--- config.mk ---
export PLATFORM = sky130hd
export DESIGN_NAME = counting_semaphore_with_wait_queue_core_flat
export DESIGN_NICKNAME = d
export VERILOG_FILES = /design/src/rtl/csem_pkg.sv /design/src/rtl/csem_if.sv /design/src/rtl/counting_semaphore_with_wait_queue_core.sv /design/src/rtl/csem_ram.sv /design/src/flat_wrapper.sv
export VERILOG_INCLUDE_DIRS = /design/src /design/src/rtl
export SDC_FILE = /design/constraint.sdc
export NUM_CORES = 1
export LEC_CHECK = 0
export BUFFER_PORTS_ARGS = -buffer_cell sky130_fd_sc_hd__buf_2
export CAP_MARGIN = 20
export CORE_AREA = 2 2 190 192
export CTS_CLUSTER_SIZE = 8
export DETAILED_ROUTE_END_ITERATION = 8
export DIE_AREA = 0 0 192 194
export PLACE_DENSITY = 0.44
export SKIP_CTS_REPAIR_TIMING = 1
export SYNTH_ARGS = -nofsm -noshare
export SYNTH_HDL_FRONTEND = slang
export SYNTH_SLANG_ARGS = --single-unit
--- constraint.sdc ---
create_clock -name i_clk -period 5.4 [get_ports i_clk]
set_clock_uncertainty 0.2 [all_clocks]
set_input_delay 1.62 -clock i_clk [delete_from_list [all_inputs] [get_ports i_clk]]
set_output_delay 1.62 -clock i_clk [all_outputs]
set_load 0.1 [all_outputs]
--- src/rtl/assert_macros.svh ---
// Assertion macros used by the RTL core file of the semaphore block.
`ifndef ASSERT_MACROS_SVH
`define ASSERT_MACROS_SVH
`ifndef SYNTHESIS
`define CSEM_ASSERT_IMPL(label, clk, rst_n, ante, cons) \
    label: assert property (@(posedge clk) disable iff (!rst_n) (ante) |-> (cons)) \
        else $error("assertion failed");
`define CSEM_ASSERT_NEXT(label, clk, rst_n, ante, cons) \
    label: assert property (@(posedge clk) disable iff (!rst_n) (ante) |=> (cons)) \
        else $error("assertion failed");
`else
`define CSEM_ASSERT_IMPL(label, clk, rst_n, ante, cons)
`define CSEM_ASSERT_NEXT(label, clk, rst_n, ante, cons)
`endif
`endif

--- src/rtl/csem_pkg.sv ---
// Types and codes shared by the counting semaphore files.
`default_nettype none
package csem_pkg;

    localparam int KIND_W  = 2;
    localparam int TID_W   = 8;
    localparam int EV_W    = 3;
    localparam int COUNT_W = 16;
    localparam int INIT_W  = 15;

    typedef logic signed [COUNT_W-1:0] t_count;

    localparam logic [KIND_W-1:0] KIND_WAIT    = 2'd0;
    localparam logic [KIND_W-1:0] KIND_SIGNAL  = 2'd1;
    localparam logic [KIND_W-1:0] KIND_REL_ALL = 2'd2;
    localparam logic [KIND_W-1:0] KIND_READ    = 2'd3;

    localparam logic [EV_W-1:0] EV_PROCEED = 3'd0;
    localparam logic [EV_W-1:0] EV_BLOCKED = 3'd1;
    localparam logic [EV_W-1:0] EV_REL_OK  = 3'd2;
    localparam logic [EV_W-1:0] EV_REL_ERR = 3'd3;
    localparam logic [EV_W-1:0] EV_NONE    = 3'd4;
    localparam logic [EV_W-1:0] EV_FULL    = 3'd5;

    localparam t_count COUNT_MIN = 16'sh8000;
    localparam t_count COUNT_MAX = 16'sh7FFF;

    localparam logic REG_INIT_COUNT = 1'b0;

    typedef struct packed {
        logic [EV_W-1:0]  event_res;
        logic [TID_W-1:0] released_id;
        t_count           count_now;
        logic             last;
    } t_res;

endpackage
`default_nettype wire

--- src/rtl/csem_if.sv ---
// Valid/ready channel interfaces for semaphore requests and results.
`default_nettype none
interface csem_req_if import csem_pkg::*; ();
    logic              valid;
    logic              ready;
    logic [KIND_W-1:0] kind;
    logic [TID_W-1:0]  thread_id;

    modport source (output valid, output kind, output thread_id, input ready);
    modport sink   (input valid, input kind, input thread_id, output ready);
endinterface

interface csem_res_if import csem_pkg::*; ();
    logic             valid;
    logic             ready;
    logic [EV_W-1:0]  event_res;
    logic [TID_W-1:0] released_id;
    t_count           count_now;
    logic             last;

    modport source (output valid, output event_res, output released_id,
                    output count_now, output last, input ready);
    modport sink   (input valid, input event_res, input released_id,
                    input count_now, input last, output ready);
endinterface
`default_nettype wire

--- src/rtl/counting_semaphore_with_wait_queue_core.sv ---
// Counting semaphore with a FIFO wait queue held in a RAM.
// Requests arrive on i_req (kind, thread_id) with valid/ready; results leave
// on o_res (event_res, released_id, count_now, last) through an output register.
// The APB-style port writes initial_count at byte addresses 0 to 3; a write also
// restarts the semaphore: the count takes the new value and the queue empties.
// An item is taken in ST_IDLE and executed in ST_EXEC, which waits while a result
// still sits in the output register; wait, signal and read give a single result,
// and no new item is taken until the last has executed. Release-all stays busy and
// drains one waiter per cycle while the receiver is ready, the RAM head read ahead.
// When the receiver stalls, the pending result holds in the output register and
// execution waits; a new item can still be taken while a result waits.
// Reset sets the count and initial_count to zero and empties the queue; queue
// RAM entries are never read before they are written, so the RAM needs no clear.
`default_nettype none
`include "assert_macros.svh"
module counting_semaphore_with_wait_queue_core import csem_pkg::*; #(
    parameter int QUEUE_DEPTH = 16,
    parameter int ID_BITS     = 8
) (
    input  wire logic        i_clk,
    input  wire logic        i_rst_n,
    csem_req_if.sink         i_req,
    csem_res_if.source       o_res,
    input  wire logic        psel,
    input  wire logic        penable,
    input  wire logic        pwrite,
    input  wire logic [2:0]  paddr,
    input  wire logic [31:0] pwdata,
    output logic      [31:0] prdata,
    output logic             pready
);

    localparam int ID_W  = (ID_BITS < TID_W) ? ID_BITS : TID_W;
    localparam int PTR_W = $clog2(QUEUE_DEPTH);
    localparam int OCC_W = $clog2(QUEUE_DEPTH + 1);

    localparam logic [1:0] ST_IDLE  = 2'd0;
    localparam logic [1:0] ST_EXEC  = 2'd1;
    localparam logic [1:0] ST_DRAIN = 2'd2;

    function automatic logic [PTR_W-1:0] next_slot(input logic [PTR_W-1:0] p);
        next_slot = (p == PTR_W'(QUEUE_DEPTH - 1)) ? '0 : p + 1'b1;
    endfunction

    logic [1:0]        r_state, n_state;
    t_count            r_count, n_count;
    logic [INIT_W-1:0] r_init;
    logic [PTR_W-1:0]  r_head, n_head;
    logic [PTR_W-1:0]  r_tail, n_tail;
    logic [OCC_W-1:0]  r_occ, n_occ;
    logic [KIND_W-1:0] r_kind;
    logic [TID_W-1:0]  r_tid;
    logic              r_ov;
    t_res              r_res;

    logic              accept;
    logic              cfg_we;
    logic              slot_free;
    logic              emit;
    t_res              em_res;
    logic              ram_we;
    logic [ID_W-1:0]   ram_rdata;
    t_count            dec_count;
    t_count            inc_count;

    assign accept    = i_req.valid && i_req.ready;
    assign cfg_we    = psel && penable && pwrite && (paddr[2] == REG_INIT_COUNT);
    assign slot_free = !r_ov || o_res.ready;
    assign dec_count = (r_count == COUNT_MIN) ? r_count : r_count - 16'sd1;
    assign inc_count = (r_count == COUNT_MAX) ? r_count : r_count + 16'sd1;

    assign i_req.ready = (r_state == ST_IDLE);
    assign pready      = 1'b1;
    assign prdata      = (paddr[2] == REG_INIT_COUNT) ? 32'(r_init) : '0;

    always_comb begin
        n_state = r_state;
        n_count = r_count;
        n_head  = r_head;
        n_tail  = r_tail;
        n_occ   = r_occ;
        ram_we  = 1'b0;
        emit    = 1'b0;
        em_res.event_res   = EV_PROCEED;
        em_res.released_id = '0;
        em_res.count_now   = r_count;
        em_res.last        = 1'b1;
        case (r_state)
            ST_IDLE: begin
                if (accept) begin
                    n_state = ST_EXEC;
                end
            end
            ST_EXEC: begin
                if (slot_free) begin
                    n_state = ST_IDLE;
                    case (r_kind)
                        KIND_WAIT: begin
                            emit = 1'b1;
                            if (!dec_count[COUNT_W-1]) begin
                                n_count = dec_count;
                            end else if (r_occ == OCC_W'(QUEUE_DEPTH)) begin
                                em_res.event_res = EV_FULL;
                            end else begin
                                n_count = dec_count;
                                ram_we  = 1'b1;
                                n_tail  = next_slot(r_tail);
                                n_occ   = r_occ + 1'b1;
                                em_res.event_res   = EV_BLOCKED;
                                em_res.released_id = TID_W'(r_tid[ID_W-1:0]);
                            end
                            em_res.count_now = n_count;
                        end
                        KIND_SIGNAL: begin
                            emit    = 1'b1;
                            n_count = inc_count;
                            em_res.count_now = inc_count;
                            if (inc_count > 16'sd0) begin
                                em_res.event_res = EV_PROCEED;
                            end else if (r_occ == '0) begin
                                em_res.event_res = EV_NONE;
                            end else begin
                                n_head = next_slot(r_head);
                                n_occ  = r_occ - 1'b1;
                                em_res.event_res   = EV_REL_OK;
                                em_res.released_id = TID_W'(ram_rdata);
                            end
                        end
                        KIND_REL_ALL: begin
                            if (r_occ == '0) begin
                                emit = 1'b1;
                                em_res.event_res = EV_NONE;
                            end else begin
                                n_state = ST_DRAIN;
                            end
                        end
                        default: begin
                            emit = 1'b1;
                        end
                    endcase
                end
            end
            ST_DRAIN: begin
                if (slot_free) begin
                    emit   = 1'b1;
                    n_head = next_slot(r_head);
                    n_occ  = r_occ - 1'b1;
                    em_res.event_res   = EV_REL_ERR;
                    em_res.released_id = TID_W'(ram_rdata);
                    em_res.last        = (r_occ == OCC_W'(1));
                    if (r_occ == OCC_W'(1)) begin
                        n_state = ST_IDLE;
                    end
                end
            end
            default: begin
                n_state = ST_IDLE;
            end
        endcase
        if (cfg_we) begin
            n_count = $signed({1'b0, pwdata[INIT_W-1:0]});
            n_head  = '0;
            n_tail  = '0;
            n_occ   = '0;
        end
    end

    csem_ram #(
        .WIDTH (ID_W),
        .DEPTH (QUEUE_DEPTH)
    ) u_queue (
        .i_clk   (i_clk),
        .i_we    (ram_we),
        .i_waddr (r_tail),
        .i_wdata (r_tid[ID_W-1:0]),
        .i_raddr (n_head),
        .o_rdata (ram_rdata)
    );

    always_ff @(posedge i_clk) begin
        if (!i_rst_n) begin
            r_state <= ST_IDLE;
            r_count <= '0;
            r_init  <= '0;
            r_head  <= '0;
            r_tail  <= '0;
            r_occ   <= '0;
            r_ov    <= 1'b0;
        end else begin
            r_state <= n_state;
            r_count <= n_count;
            r_head  <= n_head;
            r_tail  <= n_tail;
            r_occ   <= n_occ;
            if (cfg_we) begin
                r_init <= pwdata[INIT_W-1:0];
            end
            if (emit) begin
                r_ov <= 1'b1;
            end else if (o_res.ready) begin
                r_ov <= 1'b0;
            end
        end
    end

    always_ff @(posedge i_clk) begin
        if (accept) begin
            r_kind <= i_req.kind;
            r_tid  <= i_req.thread_id;
        end
        if (emit) begin
            r_res <= em_res;
        end
    end

    assign o_res.valid       = r_ov;
    assign o_res.event_res   = r_res.event_res;
    assign o_res.released_id = r_res.released_id;
    assign o_res.count_now   = r_res.count_now;
    assign o_res.last        = r_res.last;

    `CSEM_ASSERT_IMPL(a_occ_bound, i_clk, i_rst_n, 1'b1, r_occ <= OCC_W'(QUEUE_DEPTH))
    `CSEM_ASSERT_IMPL(a_drain_nonempty, i_clk, i_rst_n, r_state == ST_DRAIN, r_occ != '0)
    `CSEM_ASSERT_IMPL(a_push_not_full, i_clk, i_rst_n, ram_we, r_occ < OCC_W'(QUEUE_DEPTH))
    `CSEM_ASSERT_NEXT(a_restart, i_clk, i_rst_n, cfg_we, (r_occ == '0) && (r_count == $signed({1'b0, r_init})))

endmodule
`default_nettype wire

--- src/rtl/csem_ram.sv ---
// Generic single-write, single-read RAM with a registered read port.
`default_nettype none
module csem_ram #(
    parameter int WIDTH = 8,
    parameter int DEPTH = 16
) (
    input  wire logic                     i_clk,
    input  wire logic                     i_we,
    input  wire logic [$clog2(DEPTH)-1:0] i_waddr,
    input  wire logic [WIDTH-1:0]         i_wdata,
    input  wire logic [$clog2(DEPTH)-1:0] i_raddr,
    output logic      [WIDTH-1:0]         o_rdata
);

    logic [WIDTH-1:0] r_mem [DEPTH];
    logic [WIDTH-1:0] r_rdata;

    always_ff @(posedge i_clk) begin
        if (i_we) begin
            r_mem[i_waddr] <= i_wdata;
        end
        r_rdata <= r_mem[i_raddr];
    end

    assign o_rdata = r_rdata;

endmodule
`default_nettype wire

--- src/flat_wrapper.sv ---
// flat-port wrapper written by rule: the top's interface ports become plain ports
module counting_semaphore_with_wait_queue_core_flat import csem_pkg::*;
#(
    parameter int QUEUE_DEPTH = 16,
    parameter int ID_BITS     = 8
)
  (i_clk, i_rst_n, psel, penable, pwrite, paddr, pwdata, prdata, pready, i_req_valid, i_req_kind, i_req_thread_id, i_req_ready, o_res_valid, o_res_event_res, o_res_released_id, o_res_count_now, o_res_last, o_res_ready);
  csem_req_if i_req_i ();
  csem_res_if o_res_i ();
  input  wire logic i_clk;
  input  wire logic i_rst_n;
  input  wire logic psel;
  input  wire logic penable;
  input  wire logic pwrite;
  input  wire logic [2:0] paddr;
  input  wire logic [31:0] pwdata;
  output logic      [31:0] prdata;
  output logic pready;
  input wire logic [$bits(i_req_i.valid)-1:0] i_req_valid;
  input wire logic [$bits(i_req_i.kind)-1:0] i_req_kind;
  input wire logic [$bits(i_req_i.thread_id)-1:0] i_req_thread_id;
  output wire logic [$bits(i_req_i.ready)-1:0] i_req_ready;
  output wire logic [$bits(o_res_i.valid)-1:0] o_res_valid;
  output wire logic [$bits(o_res_i.event_res)-1:0] o_res_event_res;
  output wire logic [$bits(o_res_i.released_id)-1:0] o_res_released_id;
  output wire logic [$bits(o_res_i.count_now)-1:0] o_res_count_now;
  output wire logic [$bits(o_res_i.last)-1:0] o_res_last;
  input wire logic [$bits(o_res_i.ready)-1:0] o_res_ready;
  assign i_req_i.valid = i_req_valid;
  assign i_req_i.kind = i_req_kind;
  assign i_req_i.thread_id = i_req_thread_id;
  assign i_req_ready = i_req_i.ready;
  assign o_res_valid = o_res_i.valid;
  assign o_res_event_res = o_res_i.event_res;
  assign o_res_released_id = o_res_i.released_id;
  assign o_res_count_now = o_res_i.count_now;
  assign o_res_last = o_res_i.last;
  assign o_res_i.ready = o_res_ready;
  counting_semaphore_with_wait_queue_core #(.QUEUE_DEPTH(QUEUE_DEPTH), .ID_BITS(ID_BITS)) u_core (.i_clk(i_clk), .i_rst_n(i_rst_n), .i_req(i_req_i), .o_res(o_res_i), .psel(psel), .penable(penable), .pwrite(pwrite), .paddr(paddr), .pwdata(pwdata), .prdata(prdata), .pready(pready));
endmodule
==> out/metrics.cfg, run 1 <==
[route]
vias = 7328
antenna_left = 0
drc = 0
via_per_inst = 4.97
wl_per_cell_um = 19.2
dr.pass1.iters = 5
drt_iter0_drc = 439
routed_wl_um = 28300

[timing]
slew_headroom = 0.317
worstMarginPinSlew_ns = 1.02
rsz0062_at_grt = false
final.setup.tns_ns = 0
drv_slew = 0
setup_viol = 0
finalHoldViolations = 0
min_period_ns = 4.80
max_freq_mhz = 209
fin_crit_sh = 0.888

[grt]
grt_max_degree = 37
antenna_found_initial = 0
grt_pass1_wl_um = 43400
grt_overflow = 0
first_global_vias = 7315
grt_usage = 0.151

[floorplanning]
placementRows = 69
initial_core_util = 0.296
die_h_um = 194
core-area_mm2 = 0.0352
die-area_mm2 = 0.0372
io_pins = 115
fp.dieW_um = 192

[worst_setup_path]
start_kind = flop
slowest_delay_ns = 0.68
end_kind = flop
path_buf_inv = 0
required_ns = 5.58
arrival_ns = 4.97
crit_type = flop to flop
path_cells = ha_1 -> nand3_1 -> nor4_1 -> mux2i_1 -> and4bb_2 -> nand4_2 -> a21oi_1 -> o31a_1 -> nor3_2 -> a2111oi_0 -> o221ai_1
crit_family = compound AO/OA/AOI/OAI gates
cp_slowest_cell = a2111oi_0
crit_fanout = 10

[cts]
root_buffer = clkbuf_16
clk_path_buf_depth = 3
clk_latency_ns = 0.57
cts_tree = done
cts.sinks = 221
cts-buffers-inserted = 31
cts_max_level = 1
path_clk_slew_ns = 0.05

[logic_synthesis]
synth_async_sr_flop_share = 0
synth_cells = 900
avgSynthCellArea_um2 = 11.6
synth_area_mm2 = 0.0104
yosysSeqAreaShare = 0.584
synth-warning-count = 0
ys_types = 83
synth-edff-count = 166
synth_flop_cell = edfxtp_1
synth-seq-cells = 221

[power]
power.leakage_uw = 0.00433
power.total_uw = 4230
power.density_mw_per_mm2 = 346
ir_drop_mv = 0.221

[place]
globalplace.congestion = 0.821
hpwl_um = 19400
place_area_mm2 = 0.0113
dp_cells = 1417
port_buffers = 77

[finish]
final_area_mm2 = 0.0122
antenna_cells = 0
final_nets = 1054
stdcell_count = 1475
fillCellCount = 3592
mostFrequentLayoutCells = edfxtp_1, nand2_1, buf_2
final_common_cell = edfxtp_1
syn_to_final_growth_pct = 17.1
drive_gt1_frac = 0.193

[outcome]
outcome = finished clean

[min_path]
min_path_type = flop to flop

[job]
drv_cap = 0

## power breakdown
group | total, uW | switching (uW) | leakage, uW | internal [uW]
sequential | 1940 | 63.7 | 0.00194 | 1880
combinational | 489 | 362 | 0.00197 | 127
clock | 1800 | 721 | 0.000423 | 1080
## worst reg2reg max path, delay by kind of cell (launching register included)
| kind | cells | cell delay [ns] |
|---|---|---|
| AO/OA/AOI/OAI | 4 | 1.77 |
| AND/OR/NAND/NOR | 5 | 1.44 |
| flip-flops | 1 | 0.57 |
| multiplexers | 1 | 0.36 |
| adder cells (fa/ha/maj) | 1 | 0.27 |
## path summary, 6_finish.rpt
path	start	end	slack [ns]	depth (start not counted)
setup / recovery	u_core.r_count[0]	u_core.u_queue.o_rdata[6]	0.60	11
hold / removal	u_core.r_init[3]	u_core.r_init[3]	0.25	2
setup reg to reg	u_core.r_count[0]	u_core.u_queue.o_rdata[6]	0.60	11
hold reg to reg	u_core.r_init[3]	u_core.r_init[3]	0.25	2
## cells in the mapped netlist (all sizes together), types with 11 or more instances
cell      n  area, um^2
a21oi    61         305
a22o     13         114
a22oi    12        90.1
buf      44         293
clkbuf   27         103
dfxtp    55        1100
edfxtp  166        4980
ha       13         163
inv      16        60.1
mux2     34         383
mux2i    28         280
nand2    90         345
nand3    33         170
nand4    16         134
nor2     61         231
nor2b    19         119
nor3     19         105
o211ai   13        97.6
o21ai    39         199
xnor2    11        96.3
## area by class of cell
class	count	area [um^2]	share of cell area
Clock buffer	57	873	0.0715
Clock inverter	1	20.0	0.00164
Inverter	17	63.8	0.00523
Multi-Input combinational cell	607	3950	0.323
Sequential cell	221	6090	0.498
Tap cell	461	577	0.0472
Timing Repair Buffer	111	641	0.0525
## sequential cells by signal, indices dropped and copies added (netlist names)
signal,cells
u_core.o_res.count_now,16
u_core.r_occ,5
u_core.o_res.valid,1
u_core.r_init,15
u_core.r_state,2
u_core.r_kind,2
u_core.o_res.last,1
u_core.r_head,4
u_core.u_queue.o_rdata,8
u_core.r_tid,8
u_core.r_tail,4
u_core.o_res.released_id,8
u_core.u_queue.r_mem,128
u_core.r_count,16
u_core.o_res.event_res,3
## cell families after synthesis
kind of cell,after synthesis,synth area share
AO/OA/AOI/OAI,206,0.133
XOR/XNOR,14,0.0118
adder cells (fa/ha/maj),13,0.0156
buffers and inverters,88,0.0440
flip-flops,221,0.584
multiplexers,62,0.0636
other,2,0.000720
AND/OR/NAND/NOR,294,0.148
## stage by stage
step	setup slack, ns	hold slack (ns)	utilization
final	0.605	0.250	0.347
after global routing	0.421	0.269	0.347
after CTS	0.662	0.250	0.347
after detailed placement	0.493	0.243	0.321
after global placement	0.465	0.240	0.321
after floorplan	0.427	0.232	-
## layer usage
metal  vias up  global-route usage  routed length [um]
li1       3542                   -                   -
met4         0              0.0424                 585
met5         -                   0                   0
met3        41              0.0275                1680
met2       206               0.234               12300
met1      3539               0.216               13700
No activity file was read; power rests on OpenSTA's default activity.
==> run 2, diff against run 1 <==
- SYNTH_HIERARCHICAL: default -> 1
==> out/metrics.cfg, run 2 <==
[worst_setup_path]
critPathLaunch = u_core/r_count[0]
reg2regPathDepth = 13
r2r_start = u_core/r_count[0]
end_kind = flop
reg2reg_to = u_core/u_queue/o_rdata[3]
crit_type = flop to flop
ff2ff_setup_slack_ns = 0.67
crit_fanout = 13
endpoint = u_core/u_queue/o_rdata[3]
arrival_ns = 4.91
required_ns = 5.58
start_kind = flop

[route]
drc = 0
vias = 7090
dr.pass1.iters = 5
via_per_inst = 5.02
drt_iter0_drc = 402
routed_wl_um = 27700
wl_per_cell_um = 19.6
antenna_left = 0

[logic_synthesis]
yosysSeqAreaShare = 0.585
synth_async_sr_flop_share = 0
synth-edff-count = 166
avgSynthCellArea_um2 = 12.6
synth_flop_cell = edfxtp_1
synth-seq-cells = 221
synth.top_cells.by_area = edfxtp_1, dfxtp_1, mux4_2
ys_types = 86
synth_cells = 826
synth_area_mm2 = 0.0104
synth_most_common_cell = edfxtp_1
synth_area_leader_cell = edfxtp_1
synth.top_cell.area_share = 0.479
synth-warning-count = 6
ys_top_cells_by_count = edfxtp_1, nand2_1, nor2_1

[power]
power.total_uw = 4370
ir_drop_mv = 0.203
power.density_mw_per_mm2 = 353
power.leakage_uw = 0.00431

[grt]
grt_pass1_wl_um = 41900
first_global_vias = 6918
grt_overflow = 0
grt_usage = 0.149
grt_max_degree = 35
antenna_found_initial = 0

[finish]
final_nets = 992
largest_reg_flops = 128
final_common_cell = edfxtp_1
regMostFlops = u_core/u_queue/r_mem
syn_to_final_growth_pct = 19.1
antenna_cells = 0
stdcell_count = 1413
drive_gt1_frac = 0.227
mostFrequentLayoutCells = edfxtp_1, nand2_1, buf_2
final_area_mm2 = 0.0124

[place]
place_area_mm2 = 0.0114
hpwl_um = 18500
port_buffers = 77
globalplace.congestion = 0.827
dp_cells = 1354

[outcome]
outcome = finished clean

[floorplanning]
initial_core_util = 0.295
io_pins = 115
fp.dieW_um = 192
placementRows = 69
die_h_um = 194
core-area_mm2 = 0.0352
die-area_mm2 = 0.0372

[cts]
cts.sinks = 221
cts-buffers-inserted = 34
clk_latency_ns = 0.51
path_clk_slew_ns = 0.05
root_buffer = clkbuf_16
cts_max_level = 2
clk_path_buf_depth = 3
cts_tree = done

[timing]
fin_crit_sh = 0.876
slew_headroom = 0.361
finalHoldViolations = 0
drv_slew = 0
setup_viol = 0
min_period_ns = 4.73
final.setup.tns_ns = 0
max_freq_mhz = 212
worstMarginPinSlew_ns = 0.957
rsz0062_at_grt = false

[min_path]
min_path_type = flop to flop
hold_start = u_core/r_init[12]
hold_depth = 2

[job]
drv_cap = 0

[run 2: final cells by class]
| type | instances | area (um^2) |
|---|---|---|
| clock buffers | 55 | 960 |
| clock inverters | 3 | 43.8 |
| fillers | 3508 | 22800 |
| inverters | 15 | 56.3 |
| multi-input cells | 536 | 3900 |
| flip-flops and latches | 221 | 6090 |
| well taps | 461 | 577 |
| repair buffers | 122 | 768 |
[run 2: where the power goes]
part	switching [uW]	total, uW	internal [uW]
registers	40.9	1910	1870
clock network	753	1970	1210
logic	353	495	142
total	1150	4370	3220
[run 2: how the worst min path moves through the flow]
stage / endpoint / slack (ns)
6_report: u_core/r_init[12] / 0.25
5_1_grt: u_core/r_init[11] / 0.28
4_1_cts: u_core/r_init[8] / 0.26
3_5_place_dp: u_core/r_init[8] / 0.25
3_3_place_gp: u_core/r_init[3] / 0.25
2_1_floorplan: u_core/r_init[10] / 0.24
[run 2: kinds of logic after synthesis]
group                      count (synthesis)  synth area share
xor gates and xnor gates                  12            0.0101
muxes                                     39            0.0813
DFF                                      221             0.585
buffers and inverters                     85            0.0481
AOI/OAI and AO/OA                        177             0.124
other                                      2          0.000722
adders and majority gates                 10            0.0120
and+or+nand+nor                          280             0.139
[run 2: routing by layer]
layer | global-route usage | vias up | routed length (um)
li1 | - | 3352 | -
met1 | 0.197 | 3554 | 12600
met2 | 0.244 | 135 | 13300
met3 | 0.0295 | 49 | 1140
met4 | 0.0495 | 0 | 702
met5 | 0 | - | 0
[run 2: critical path, stage by stage, from the launching register on]
cell,delay [ns]
dfxtp_1,0.33
ha_1,0.17
nand3_1,0.19
nor4_1,0.34
mux2_2,0.42
a2111oi_1,0.50
a31oi_2,0.22
or3_1,0.37
a311oi_1,0.48
nor2_4,0.21
buf_16,0.23
mux4_1,0.50
a22oi_1,0.33
nand2_1,0.10
[run 2: metrics by stage]
step / setup slack (ns) / hold slack (ns) / util
after CTS: 0.440 / 0.258 / 0.351
after detailed placement: 0.481 / 0.252 / 0.322
after global placement: 0.464 / 0.246 / 0.322
final: 0.672 / 0.254 / 0.352
after global routing: 0.332 / 0.276 / 0.352
after floorplan: 0.427 / 0.239 / -
==> run 3, diff against run 2 <==
- PLACE_DENSITY: 0.44 -> 0.52
==> out/metrics.cfg, run 3 (synthesized netlist as in run 2, its figures left out) <==
[outcome]
outcome = finished clean

[power]
power.density_mw_per_mm2 = 357
power.leakage_uw = 0.00427
ir_drop_mv = 0.170
power.total_uw = 4410

[worst_setup_path]
crit_fanout = 32
cp_common_cell = buf_4
cp.depth = 15
required_ns = 5.59
slowest_delay_ns = 0.48
crit_type = flop to flop
path_cells = ha_1 -> nand3_1 -> nor4_1 -> mux2_2 -> a2111oi_1 -> a31oi_2 -> or3_1 -> a311oi_1 -> buf_4 -> nor2_4 -> buf_12 -> mux4_1 -> a22oi_1 -> buf_4 -> nand2_1
cp_slowest_cell = dfxtp_1
crit_family = compound AO/OA/AOI/OAI gates
path_buf_inv = 3
end_kind = flop
reg2regPathDepth = 15
arrival_ns = 4.88
start_kind = flop

[floorplanning]
initial_core_util = 0.295
placementRows = 69
io_pins = 115
die_h_um = 194
die-area_mm2 = 0.0372
core-area_mm2 = 0.0352
fp.dieW_um = 192

[grt]
grt_usage = 0.140
first_global_vias = 6760
grt_overflow = 0
antenna_found_initial = 0
grt_pass1_wl_um = 39900
grt_max_degree = 38

[cts]
clk_path_buf_depth = 3
cts.sinks = 221
cts_tree = done
cts-buffers-inserted = 34
clk_latency_ns = 0.52
root_buffer = clkbuf_16
path_clk_slew_ns = 0.05
cts_max_level = 2

[place]
port_buffers = 77
dp_cells = 1344
globalplace.congestion = 0.833
hpwl_um = 17100

[route]
drt_iter0_drc = 578
antenna_left = 0
via_per_inst = 5.01
drc = 0
dr.pass1.iters = 7
vias = 7045
wl_per_cell_um = 18.5
routed_wl_um = 26000

[timing]
finalHoldViolations = 0
drv_slew = 0
worstMarginPinSlew_ns = 1.05
fin_crit_sh = 0.868
max_freq_mhz = 213
setup_viol = 0
slew_headroom = 0.298
rsz0062_at_grt = false
final.setup.tns_ns = 0
min_period_ns = 4.69

[finish]
final_common_cell = edfxtp_1
syn_to_final_growth_pct = 18.8
final_nets = 981
regMostFlops = u_core/u_queue/r_mem
multi_input_area_mm2 = 0.00391
fillCellCount = 3462
stdcell_count = 1406
antenna_cells = 0
largest_reg_flops = 128
mostFrequentLayoutCells = edfxtp_1, nand2_1, buf_2
drive_gt1_frac = 0.217
regArea_mm2 = 0.00609

[min_path]
hold_depth = 2
min_path_type = flop to flop

[job]
drv_cap = 0

run 3: cell type report:
cell class / instances / area share
Multi-Input combinational cell: 536 / 0.316
Clock inverter: 6 / 0.0105
Clock buffer: 56 / 0.0756
Tap cell: 461 / 0.0467
Sequential cell: 221 / 0.493
Timing Repair Buffer: 111 / 0.0539
Inverter: 15 / 0.00456
run 3: routing by layer:
layer	vias to the layer above	GRT usage	share of wire
li1	3323	-	-
met1	3495	0.187	0.44
met2	187	0.227	0.49
met3	40	0.0273	0.051
met4	0	0.0447	0.023
met5	-	0	0
run 3: power breakdown:
part / internal [uW] / total [uW] / switching, uW
Combinational: 134 / 464 / 330
Clock: 1250 / 2030 / 782
Sequential: 1870 / 1920 / 53.1
Total: 3250 / 4410 / 1170
run 3: path summary, 6_finish.rpt:
path                                        start                   endpoint  slack, ns
worst min register to register   u_core/r_init[1]           u_core/r_init[1]       0.26
worst min-delay path             u_core/r_init[1]           u_core/r_init[1]       0.26
worst max register to register  u_core/r_count[1]  u_core/u_queue/o_rdata[3]       0.71
worst max-delay path            u_core/r_count[1]  u_core/u_queue/o_rdata[3]       0.71
run 3: through the flow:
stage / area, um^2 / setup slack [ns] / util / hold slack, ns
floorplan: 10500 / 0.427 / - / 0.239
global placement: 11300 / 0.753 / 0.321 / 0.248
finish: 12400 / 0.710 / 0.351 / 0.256
CTS: 12400 / 0.743 / 0.351 / 0.259
detailed placement: 11300 / 0.756 / 0.321 / 0.254
global route: 12400 / 0.452 / 0.351 / 0.278
run 3: tightest hold or removal path, cell delays in order (launching register included):
cell	delay (ns)
dfxtp_1	0.30
nand2_1	0.04
a21boi_0	0.07
